**src/hdl/qie_pkg.sv**
```systemverilog
`timescale 1ns / 1ps
`default_nettype none

package qie_pkg;

	// Commands carried in the input tuser field.
	localparam logic [1:0] CMD_START  = 2'd0;
	localparam logic [1:0] CMD_PIXEL  = 2'd1;
	localparam logic [1:0] CMD_FINISH = 2'd2;

	// Configuration register indexes.
	localparam logic [1:0] REG_WIDTH  = 2'd0;
	localparam logic [1:0] REG_HEIGHT = 2'd1;
	localparam logic [1:0] REG_OPAQUE = 2'd2;
	localparam logic [1:0] REG_SRGB   = 2'd3;

	// Chunk tags.
	localparam logic [7:0] OP_DIFF = 8'h40;
	localparam logic [7:0] OP_LUMA = 8'h80;
	localparam logic [7:0] OP_RUN  = 8'hC0;
	localparam logic [7:0] OP_RGB  = 8'hFE;
	localparam logic [7:0] OP_RGBA = 8'hFF;

	localparam logic [5:0]  RUN_LIMIT   = 6'd62;
	localparam logic [31:0] BLACK_PIXEL = 32'hFF00_0000;

	// Header and end marker.
	localparam logic [31:0] HDR_MAGIC     = 32'h716F_6966;
	localparam logic [7:0]  CHANNELS_RGB  = 8'd3;
	localparam logic [7:0]  CHANNELS_RGBA = 8'd4;
	localparam logic [7:0]  CS_SRGB       = 8'd0;
	localparam logic [7:0]  CS_LINEAR     = 8'd1;
	localparam logic [7:0]  END_LAST_BYTE = 8'h01;
	localparam logic [3:0]  HDR_LEN       = 4'd14;
	localparam logic [3:0]  END_LEN       = 4'd8;

	localparam int QUEUE_DEPTH = 4;

	typedef enum logic [1:0] {
		DK_HEADER,
		DK_PIXEL,
		DK_FINISH
	} desc_kind_t;

	// One burst of output bytes as the front end describes it.
	typedef struct packed {
		desc_kind_t      kind;
		logic            has_run;
		logic [7:0]      run_byte;
		logic [2:0]      op_len;
		logic [4:0][7:0] op_bytes;
	} desc_t;

	typedef struct packed {
		logic full;
		logic empty;
	} qstat_t;

endpackage

`default_nettype wire

```
**src/hdl/qoi_image_encoder_core.sv**
```systemverilog
// QOI image encoder core.
// Input stream: s_axis_tuser carries the command (start, pixel, finish) and
// s_axis_tdata the ARGB pixel. Start emits the 14-byte header and clears the
// encoder state; pixel emits zero to six chunk bytes; finish flushes a pending
// run and emits the 8-byte end marker.
// Output stream: one encoded byte per word on m_axis_tdata; m_axis_tlast marks
// the final byte caused by each input word.
// Configuration: cfg_index selects width, height, the opaque flag or the sRGB
// flag, written with cfg_data on a cfg_valid/cfg_ready handshake; write only
// while idle.
// An item's bytes pass the input stage, the descriptor queue and the output register.
// Throughput: one input word per cycle as long as each produces at most one
// byte and the receiver does not stall; the output side sends one byte per
// cycle while the receiver is ready. A descriptor queue between classification
// and the byte serializer absorbs bursts.
// Reset clears the encoder (opaque black previous pixel, empty run and index
// table) and the configuration. When the receiver stalls, the queue fills and
// then s_axis_tready drops; nothing is lost.
`timescale 1ns / 1ps
`default_nettype none

module qoi_image_encoder_core #(
	parameter int QUEUE_DEPTH = qie_pkg::QUEUE_DEPTH
) (
	input  wire logic        clk,
	input  wire logic        arst_n,
	input  wire logic        s_axis_tvalid,
	output logic             s_axis_tready,
	input  wire logic [31:0] s_axis_tdata,  // pixel[31:0]
	input  wire logic [1:0]  s_axis_tuser,  // command[1:0]
	output logic             m_axis_tvalid,
	input  wire logic        m_axis_tready,
	output logic [7:0]       m_axis_tdata,  // out_byte[7:0]
	output logic             m_axis_tlast,
	input  wire logic        cfg_valid,
	output logic             cfg_ready,
	input  wire logic [1:0]  cfg_index,
	input  wire logic [31:0] cfg_data
);

	logic [31:0] width_q;
	logic [31:0] height_q;
	logic        force_opaque_q;
	logic        use_srgb_q;

	logic            push;
	logic            pop;
	qie_pkg::desc_t  wr_desc;
	qie_pkg::desc_t  head;
	qie_pkg::qstat_t qstat;

	assign cfg_ready = 1'b1;

	always_ff @(posedge clk or negedge arst_n) begin
		if (!arst_n) begin
			width_q        <= '0;
			height_q       <= '0;
			force_opaque_q <= 1'b0;
			use_srgb_q     <= 1'b0;
		end else if (cfg_valid && cfg_ready) begin
			case (cfg_index)
				qie_pkg::REG_WIDTH:  width_q        <= cfg_data;
				qie_pkg::REG_HEIGHT: height_q       <= cfg_data;
				qie_pkg::REG_OPAQUE: force_opaque_q <= cfg_data[0];
				qie_pkg::REG_SRGB:   use_srgb_q     <= cfg_data[0];
				default: begin
				end
			endcase
		end
	end

	qie_front u_front (
		.clk           (clk),
		.arst_n        (arst_n),
		.s_axis_tvalid (s_axis_tvalid),
		.s_axis_tready (s_axis_tready),
		.s_axis_tdata  (s_axis_tdata),
		.s_axis_tuser  (s_axis_tuser),
		.force_opaque  (force_opaque_q),
		.qstat         (qstat),
		.push          (push),
		.desc          (wr_desc)
	);

	qie_fifo #(
		.DEPTH (QUEUE_DEPTH)
	) u_fifo (
		.clk     (clk),
		.arst_n  (arst_n),
		.push    (push),
		.wr_desc (wr_desc),
		.pop     (pop),
		.head    (head),
		.qstat   (qstat)
	);

	qie_back u_back (
		.clk           (clk),
		.arst_n        (arst_n),
		.head          (head),
		.qstat         (qstat),
		.pop           (pop),
		.image_width   (width_q),
		.image_height  (height_q),
		.force_opaque  (force_opaque_q),
		.use_srgb      (use_srgb_q),
		.m_axis_tvalid (m_axis_tvalid),
		.m_axis_tready (m_axis_tready),
		.m_axis_tdata  (m_axis_tdata),
		.m_axis_tlast  (m_axis_tlast)
	);

endmodule

`default_nettype wire

```
**src/hdl/qie_front.sv**
```systemverilog
`timescale 1ns / 1ps
`default_nettype none

module qie_front (
	input  wire logic            clk,
	input  wire logic            arst_n,
	input  wire logic            s_axis_tvalid,
	output logic                 s_axis_tready,
	input  wire logic [31:0]     s_axis_tdata,
	input  wire logic [1:0]      s_axis_tuser,
	input  wire logic            force_opaque,
	input  wire qie_pkg::qstat_t qstat,
	output logic                 push,
	output qie_pkg::desc_t       desc
);

	function automatic logic [5:0] index_hash(input logic [31:0] px);
		logic [5:0] h;
		h = 6'(px[23:16] * 8'd3) + 6'(px[15:8] * 8'd5) + 6'(px[7:0] * 8'd7) +
			6'(px[31:24] * 8'd11);
		return h;
	endfunction

	// Input stage.
	logic        valid_s1;
	logic [1:0]  cmd_s1;
	logic [31:0] px_s1;
	logic [5:0]  slot_s1;
	logic [31:0] idx_rd_s1;
	logic        fwd_s1;
	logic [31:0] fwd_px_s1;
	logic        ent_vld_s1;

	// Encoder state.
	logic [31:0] prev_q;
	logic [5:0]  run_q;
	logic [63:0] idx_vld_q;
	logic [31:0] idx_mem [64];

	logic        accept;
	logic        fire;
	logic [31:0] px_in;
	logic [5:0]  slot_in;

	logic        wr_en;
	logic        clr;
	logic        need_push;
	logic [31:0] prev_d;
	logic [5:0]  run_d;
	logic [31:0] entry;
	logic        hit;
	logic        same;
	logic [5:0]  run_inc;
	logic [7:0]  dr, dg, db, drg, dbg;
	logic [7:0]  d2r, d2g, d2b, lg, lrg, lbg;

	assign fire          = valid_s1 && !qstat.full;
	assign s_axis_tready = !valid_s1 || fire;
	assign accept        = s_axis_tvalid && s_axis_tready;
	assign px_in         = force_opaque ? {8'hFF, s_axis_tdata[23:0]} : s_axis_tdata;
	assign slot_in       = index_hash(px_in);

	always_ff @(posedge clk or negedge arst_n) begin
		if (!arst_n) begin
			valid_s1 <= 1'b0;
		end else if (s_axis_tready) begin
			valid_s1 <= s_axis_tvalid;
		end
	end

	// Payload of the input stage, with a bypass for a table write made by the
	// item ahead in the same cycle as this item's table read.
	always_ff @(posedge clk) begin
		if (accept) begin
			cmd_s1     <= s_axis_tuser;
			px_s1      <= px_in;
			slot_s1    <= slot_in;
			fwd_s1     <= wr_en && (slot_s1 == slot_in);
			fwd_px_s1  <= px_s1;
			ent_vld_s1 <= clr ? 1'b0 :
				((wr_en && (slot_s1 == slot_in)) ? 1'b1 : idx_vld_q[slot_in]);
		end
	end

	always_ff @(posedge clk) begin
		if (accept) begin
			idx_rd_s1 <= idx_mem[slot_in];
		end
		if (wr_en) begin
			idx_mem[slot_s1] <= px_s1;
		end
	end

	always_ff @(posedge clk or negedge arst_n) begin
		if (!arst_n) begin
			prev_q    <= qie_pkg::BLACK_PIXEL;
			run_q     <= '0;
			idx_vld_q <= '0;
		end else if (fire) begin
			prev_q <= prev_d;
			run_q  <= run_d;
			if (clr) begin
				idx_vld_q <= '0;
			end else if (wr_en) begin
				idx_vld_q[slot_s1] <= 1'b1;
			end
		end
	end

	// An entry never written since start reads as zero.
	assign entry   = ent_vld_s1 ? (fwd_s1 ? fwd_px_s1 : idx_rd_s1) : '0;
	assign hit     = (entry == px_s1);
	assign same    = (px_s1 == prev_q);
	assign run_inc = run_q + 6'd1;

	assign dr  = px_s1[23:16] - prev_q[23:16];
	assign dg  = px_s1[15:8] - prev_q[15:8];
	assign db  = px_s1[7:0] - prev_q[7:0];
	assign drg = dr - dg;
	assign dbg = db - dg;
	assign d2r = dr + 8'd2;
	assign d2g = dg + 8'd2;
	assign d2b = db + 8'd2;
	assign lg  = dg + 8'd32;
	assign lrg = drg + 8'd8;
	assign lbg = dbg + 8'd8;

	always_comb begin
		desc      = '0;
		need_push = 1'b0;
		wr_en     = 1'b0;
		clr       = 1'b0;
		prev_d    = prev_q;
		run_d     = run_q;
		desc.kind = qie_pkg::DK_PIXEL;
		case (cmd_s1)
			qie_pkg::CMD_START: begin
				need_push = 1'b1;
				desc.kind = qie_pkg::DK_HEADER;
				clr       = 1'b1;
				prev_d    = qie_pkg::BLACK_PIXEL;
				run_d     = '0;
			end
			qie_pkg::CMD_PIXEL: begin
				if (same) begin
					if (run_inc == qie_pkg::RUN_LIMIT) begin
						need_push     = 1'b1;
						desc.has_run  = 1'b1;
						desc.run_byte = qie_pkg::OP_RUN | {2'b00, run_q};
						run_d         = '0;
					end else begin
						run_d = run_inc;
					end
				end else begin
					need_push     = 1'b1;
					desc.has_run  = (run_q != '0);
					desc.run_byte = qie_pkg::OP_RUN | {2'b00, run_q - 6'd1};
					run_d         = '0;
					prev_d        = px_s1;
					if (hit) begin
						desc.op_len      = 3'd1;
						desc.op_bytes[0] = {2'b00, slot_s1};
					end else begin
						wr_en = fire;
						if (px_s1[31:24] != prev_q[31:24]) begin
							desc.op_len      = 3'd5;
							desc.op_bytes[0] = qie_pkg::OP_RGBA;
							desc.op_bytes[1] = px_s1[23:16];
							desc.op_bytes[2] = px_s1[15:8];
							desc.op_bytes[3] = px_s1[7:0];
							desc.op_bytes[4] = px_s1[31:24];
						end else if (d2r[7:2] == '0 && d2g[7:2] == '0 && d2b[7:2] == '0) begin
							desc.op_len      = 3'd1;
							desc.op_bytes[0] = qie_pkg::OP_DIFF |
								{2'b00, d2r[1:0], d2g[1:0], d2b[1:0]};
						end else if (lg[7:6] == '0 && lrg[7:4] == '0 && lbg[7:4] == '0) begin
							desc.op_len      = 3'd2;
							desc.op_bytes[0] = qie_pkg::OP_LUMA | {2'b00, lg[5:0]};
							desc.op_bytes[1] = {lrg[3:0], lbg[3:0]};
						end else begin
							desc.op_len      = 3'd4;
							desc.op_bytes[0] = qie_pkg::OP_RGB;
							desc.op_bytes[1] = px_s1[23:16];
							desc.op_bytes[2] = px_s1[15:8];
							desc.op_bytes[3] = px_s1[7:0];
						end
					end
				end
			end
			qie_pkg::CMD_FINISH: begin
				need_push     = 1'b1;
				desc.kind     = qie_pkg::DK_FINISH;
				desc.has_run  = (run_q != '0);
				desc.run_byte = qie_pkg::OP_RUN | {2'b00, run_q - 6'd1};
				run_d         = '0;
			end
			default: begin
			end
		endcase
	end

	assign push = fire && need_push;

endmodule

`default_nettype wire

```
**src/hdl/qie_fifo.sv**
```systemverilog
`timescale 1ns / 1ps
`default_nettype none

module qie_fifo #(
	parameter int DEPTH = qie_pkg::QUEUE_DEPTH
) (
	input  wire logic            clk,
	input  wire logic            arst_n,
	input  wire logic            push,
	input  wire qie_pkg::desc_t  wr_desc,
	input  wire logic            pop,
	output qie_pkg::desc_t       head,
	output qie_pkg::qstat_t      qstat
);

	localparam int PW = (DEPTH > 1) ? $clog2(DEPTH) : 1;
	localparam int CW = $clog2(DEPTH + 1);

	qie_pkg::desc_t entries_q [DEPTH];
	logic [PW-1:0]  wr_ptr_q;
	logic [PW-1:0]  rd_ptr_q;
	logic [CW-1:0]  count_q;

	function automatic logic [PW-1:0] ptr_next(input logic [PW-1:0] p);
		return (p == PW'(DEPTH - 1)) ? '0 : p + PW'(1);
	endfunction

	always_ff @(posedge clk) begin
		if (push) begin
			entries_q[wr_ptr_q] <= wr_desc;
		end
	end

	always_ff @(posedge clk or negedge arst_n) begin
		if (!arst_n) begin
			wr_ptr_q <= '0;
			rd_ptr_q <= '0;
			count_q  <= '0;
		end else begin
			if (push) begin
				wr_ptr_q <= ptr_next(wr_ptr_q);
			end
			if (pop) begin
				rd_ptr_q <= ptr_next(rd_ptr_q);
			end
			if (push && !pop) begin
				count_q <= count_q + CW'(1);
			end else if (pop && !push) begin
				count_q <= count_q - CW'(1);
			end
		end
	end

	assign head        = entries_q[rd_ptr_q];
	assign qstat.full  = (count_q == CW'(DEPTH));
	assign qstat.empty = (count_q == '0);

endmodule

`default_nettype wire

```
**src/hdl/qie_back.sv**
```systemverilog
`timescale 1ns / 1ps
`default_nettype none

module qie_back (
	input  wire logic            clk,
	input  wire logic            arst_n,
	input  wire qie_pkg::desc_t  head,
	input  wire qie_pkg::qstat_t qstat,
	output logic                 pop,
	input  wire logic [31:0]     image_width,
	input  wire logic [31:0]     image_height,
	input  wire logic            force_opaque,
	input  wire logic            use_srgb,
	output logic                 m_axis_tvalid,
	input  wire logic            m_axis_tready,
	output logic [7:0]           m_axis_tdata,
	output logic                 m_axis_tlast
);

	logic [3:0] pos_q;
	logic [3:0] body_len;
	logic [3:0] total_len;
	logic [3:0] j;
	logic [7:0] body_byte;
	logic [7:0] cur_byte;
	logic       cur_last;
	logic       load;
	logic       emit;

	assign load = !m_axis_tvalid || m_axis_tready;
	assign emit = load && !qstat.empty;

	always_comb begin
		case (head.kind)
			qie_pkg::DK_HEADER: body_len = qie_pkg::HDR_LEN;
			qie_pkg::DK_FINISH: body_len = qie_pkg::END_LEN;
			default:            body_len = {1'b0, head.op_len};
		endcase
	end

	assign total_len = body_len + {3'b000, head.has_run};
	assign j         = pos_q - {3'b000, head.has_run};
	assign cur_last  = (pos_q == total_len - 4'd1);

	always_comb begin
		body_byte = '0;
		case (head.kind)
			qie_pkg::DK_HEADER: begin
				case (j)
					4'd0:    body_byte = qie_pkg::HDR_MAGIC[31:24];
					4'd1:    body_byte = qie_pkg::HDR_MAGIC[23:16];
					4'd2:    body_byte = qie_pkg::HDR_MAGIC[15:8];
					4'd3:    body_byte = qie_pkg::HDR_MAGIC[7:0];
					4'd4:    body_byte = image_width[31:24];
					4'd5:    body_byte = image_width[23:16];
					4'd6:    body_byte = image_width[15:8];
					4'd7:    body_byte = image_width[7:0];
					4'd8:    body_byte = image_height[31:24];
					4'd9:    body_byte = image_height[23:16];
					4'd10:   body_byte = image_height[15:8];
					4'd11:   body_byte = image_height[7:0];
					4'd12:   body_byte = force_opaque ? qie_pkg::CHANNELS_RGB :
						qie_pkg::CHANNELS_RGBA;
					4'd13:   body_byte = use_srgb ? qie_pkg::CS_SRGB : qie_pkg::CS_LINEAR;
					default: body_byte = '0;
				endcase
			end
			qie_pkg::DK_FINISH: begin
				body_byte = (j == qie_pkg::END_LEN - 4'd1) ? qie_pkg::END_LAST_BYTE : 8'h00;
			end
			default: begin
				body_byte = (j[3] == 1'b0 && j[2:0] < 3'd5) ? head.op_bytes[j[2:0]] : 8'h00;
			end
		endcase
	end

	assign cur_byte = (head.has_run && pos_q == '0) ? head.run_byte : body_byte;
	assign pop      = emit && cur_last;

	always_ff @(posedge clk or negedge arst_n) begin
		if (!arst_n) begin
			pos_q         <= '0;
			m_axis_tvalid <= 1'b0;
		end else if (load) begin
			m_axis_tvalid <= !qstat.empty;
			if (emit) begin
				pos_q <= cur_last ? 4'd0 : pos_q + 4'd1;
			end
		end
	end

	always_ff @(posedge clk) begin
		if (emit) begin
			m_axis_tdata <= cur_byte;
			m_axis_tlast <= cur_last;
		end
	end

endmodule

`default_nettype wire

```
**config.mk**
```make
export PLATFORM = sky130hd
export DESIGN_NAME = qoi_image_encoder_core
export DESIGN_NICKNAME = d
export VERILOG_FILES = /design/src/hdl/qie_pkg.sv /design/src/hdl/qoi_image_encoder_core.sv /design/src/hdl/qie_front.sv /design/src/hdl/qie_fifo.sv /design/src/hdl/qie_back.sv
export SDC_FILE = /design/constraint.sdc
export NUM_CORES = 2
export LEC_CHECK = 0
export BUFFER_PORTS_ARGS = -buffer_cell sky130_fd_sc_hd__buf_2
export CAP_MARGIN = 30
export CORE_AREA = 2 2 417 419
export CTS_CLUSTER_SIZE = 8
export DETAILED_ROUTE_END_ITERATION = 8
export DIE_AREA = 0 0 419 421
export PLACE_DENSITY = 0.76
export SYNTH_ARGS = -nofsm -noshare
export SYNTH_HDL_FRONTEND = slang
export SYNTH_SLANG_ARGS = --single-unit
```
**constraint.sdc**
```tcl
create_clock -name clk -period 7.2 [get_ports clk]
set_clock_uncertainty 0.2 [all_clocks]
set_input_delay 0.36 -clock clk [delete_from_list [all_inputs] [get_ports clk]]
set_output_delay 0.36 -clock clk [all_outputs]
set_load 0.01 [all_outputs]
```
==> impl_metrics.env <==
export IMPL_syn_avg_cell_area_um2=21.09
export IMPL_clk_path_buf_depth=4
export IMPL_r2r_start="force_opaque_q$_DFFE_PN0P_"
export IMPL_tightestPinTransition_ns=1.029
export IMPL_wl_per_cell_um=36.81
export IMPL_grt_overflow_total=0
export IMPL_vdd_drop_max_mv=1.326
export IMPL_pre_cts_ws_ns=0.5939
export IMPL_endpoint_kind="flip-flop"
export IMPL_hold_class="in -> reg"
export IMPL_startpoint_type="flip-flop"
export IMPL_power_mw=60.26
export IMPL_layout_drive_gt1_share_pct=29.26
export IMPL_io_pins=85
export IMPL_p_leak_nw=39.17
export IMPL_synth_seq_cells=2556
export IMPL_port_buffers=83
export IMPL_worstPathArrival_ns=7.03
export IMPL_drt_iter0_markers=8335
export IMPL_clkLatencyLatePin_ns=0.97
export IMPL_whs_path_depth=3
export IMPL_grt_pass1_vias=55030
export IMPL_area_growth_pct=15.78
export IMPL_synth_edf_count=2375
export IMPL_reg2reg_depth=14
export IMPL_row_count=153
export IMPL_crit_required_ns=7.66
export IMPL_rsz0062_at_grt="false"
export IMPL_drcViolationCount=0
export IMPL_routabilityCongestion=0.9541
export IMPL_fill_cells=10037
export IMPL_critPathMaxFanout=21
export IMPL_yosys_warnings=0
export IMPL_status="finished, final reports clean"
export IMPL_netlist_instances=4870
export IMPL_place_hpwl_um=173600
export IMPL_grt_pass1_wl_um=411900
export IMPL_syn_nets=5057
export IMPL_die_w_um=419
export IMPL_cts_sinks=2556
export IMPL_fin_crit_sh_pct=91.22
export IMPL_die_y_um=421
export IMPL_relSlewSlack_pct=31.38
export IMPL_netlist_area_mm2=0.1027
export IMPL_hold_end="width_q[7]$_DFFE_PN0P_"
export IMPL_antenna_found_initial=20
export IMPL_yosysSeqAreaShare_pct=73.87
export IMPL_finalHoldViolCount=0
export IMPL_max_cap_violations=0
export IMPL_power_density_mw_per_mm2=506.9
export IMPL_cts_tree="built"
export IMPL_start_util_pct=59.54
export IMPL_final_setup_worst_slack_ns=0.6322
export IMPL_timing_rr_end="u_front.idx_rd_s1[23]$_DFFE_PP_"
export IMPL_finalCriticalPeriod_ns=6.568
export IMPL_vias_per_cell=6.936
export IMPL_fin_nets=5602
export IMPL_hold_path_startpoint="cfg_data[7]"
export IMPL_layout_common_cells="2375 x edfxtp_1, 720 x mux4_2, 375 x clkbuf_16"
export IMPL_dieArea_mm2=0.1764
export IMPL_root_buffer="clkbuf_16"
export IMPL_async_flop_share_pct=7.081
export IMPL_via_count=54718
export IMPL_reg2reg_slack_ns=0.63
export IMPL_ctsHtreeMaxLevel=5
export IMPL_drv_slew=0
export IMPL_synth_cell_types=83
export IMPL_grt_use_total_pct=33.43
export IMPL_clk_pin_slew_ns=0.05
export IMPL_cts_buffers=370
export IMPL_critPathKind="reg -> reg"
export IMPL_drtPass1Iterations=8
export IMPL_setup_viol_count_final=0
export IMPL_routed_wirelength_um=290400
export IMPL_layout_commonest_cell="edfxtp_1"
export IMPL_fmax_mhz=152.3
export IMPL_antenna_left=0
export IMPL_ys_flop_type="edfxtp_1"
export IMPL_tns_ns=0
export IMPL_core_region_area_mm2=0.1725
export IMPL_grt_max_degree=93
cell families (layout without fill, tap and decap cells):
logic type / Yosys count / after routing / synth area share (%)
flops: 2556 / 2556 / 73.87
mux: 864 / 864 / 17.31
xor+xnor: 112 / 112 / 0.9553
buf+inv: 362 / 1043 / 1.396
other cells: 1 / 14 / 0.003652
compound gates: 386 / 386 / 2.534
fa+ha+maj: 114 / 114 / 1.601
simple gates: 475 / 475 / 2.327
critical path, cell delays in order (launching register included):
cell	delay [ns]
dfrtp_1	0.49
or2_2	0.41
ha_1	0.32
ha_1	0.32
fa_1	0.54
inv_1	0.05
fa_1	0.47
fa_1	0.49
inv_1	0.06
fa_4	1.22
buf_4	0.38
mux4_2	0.54
nor2b_1	0.16
a211oi_1	0.51
a21oi_1	0.10
sequential cells by signal, indices dropped and copies added (netlist names), 8 cells and up:
register / flops
u_fifo.entries_q: 212
u_front.idx_vld_q: 64
u_back.m_axis_tdata: 8
u_front.fwd_px_s1: 32
u_front.prev_q: 32
height_q: 32
u_front.idx_mem: 2048
width_q: 32
u_front.idx_rd_s1: 32
u_front.px_s1: 32
report_power, final:
part	internal, mW	switching [mW]
registers	17.7	0.473
clock network	9.35	6.02
logic	11.1	15.6
repair_timing:
action                    4_1_cts  5_1_grt
resized for setup               0        0
setup buffers                   0        0
hold endpoints to repair      222        0
hold buffers                  109        0
cell type report:
class / count / area (um^2) / share of cell area, %
inverter: 117 / 439.2 / 0.3694
antenna: 13 / 32.53 / 0.02736
sequential: 2556 / 75860 / 63.81
clock buffer: 496 / 9858 / 8.292
clock inverter: 12 / 147.6 / 0.1242
multi-input combinational: 1952 / 25960 / 21.84
timing repair buffer: 418 / 3679 / 3.094
tap: 2325 / 2909 / 2.447
cell usage after synthesis (all sizes together) (8+ instances only):
| library cell | count | share of area [%] |
|---|---|---|
| clkbuf | 158 | 0.58 |
| inv | 116 | 0.42 |
| fa | 29 | 0.57 |
| xor2 | 52 | 0.44 |
| nand4 | 27 | 0.18 |
| ha | 85 | 1.0 |
| a22oi | 12 | 0.088 |
| a31oi | 12 | 0.073 |
| o21a | 71 | 0.52 |
| dfrtp | 173 | 4.2 |
| mux4 | 720 | 16 |
| nand3 | 26 | 0.13 |
| nand2 | 110 | 0.40 |
| mux2 | 95 | 1.0 |
| a21oi | 84 | 0.41 |
| dfstp | 8 | 0.20 |
| and3 | 18 | 0.11 |
| nor2 | 138 | 0.50 |
| and2 | 30 | 0.19 |
| mux2i | 49 | 0.48 |
| o21ai | 75 | 0.37 |
| o22ai | 13 | 0.079 |
| edfxtp | 2375 | 69 |
| nor3 | 17 | 0.083 |
| buf | 87 | 0.39 |
| o22a | 9 | 0.077 |
| or2 | 12 | 0.073 |
| a211oi | 37 | 0.28 |
| a22o | 10 | 0.085 |
| xnor2 | 60 | 0.51 |
| nor2b | 55 | 0.34 |
routing by layer:
layer	track usage, %	vias to the layer above	wire length (um)	share of wire, %
met1	43.53	28416	98080	34
met4	20.96	16	21940	7.6
met5	0	-	94	0.032
met3	7.305	929	31330	11
li1	-	21164	-	-
met2	51.94	4193	139000	48
how the worst max path moves through the flow:
stage                               startpoint                              end  slack [ns]  cells after the start
floorplan           force_opaque_q$_DFFE_PN0P_  u_front.idx_rd_s1[10]$_DFFE_PP_        1.10                     16
global placement               s_axis_tdata[1]  u_front.idx_rd_s1[18]$_DFFE_PP_        0.65                     16
detailed placement             s_axis_tdata[1]  u_front.idx_rd_s1[23]$_DFFE_PP_        0.59                     16
CTS                 force_opaque_q$_DFFE_PN0P_  u_front.idx_rd_s1[23]$_DFFE_PP_        0.68                     14
global route        force_opaque_q$_DFFE_PN0P_  u_front.idx_rd_s1[23]$_DFFE_PP_        0.46                     14
finish              force_opaque_q$_DFFE_PN0P_  u_front.idx_rd_s1[23]$_DFFE_PP_        0.63                     14
per-stage QoR:
stage / hold slack, ns / util [%] / instances / area [um^2]
finish: 0.03850 / 68.93 / 7889 / 118900
global route: 0.02981 / 68.92 / 7881 / 118900
CTS: 0.002161 / 68.86 / 7872 / 118800
detailed placement: 0.2604 / 62.42 / 7255 / 107700
global placement: 0.2592 / 62.37 / 7251 / 107600
floorplan: -0.1356 / - / 4870 / 102700
Note: power is estimated with default switching activity, not from simulation.
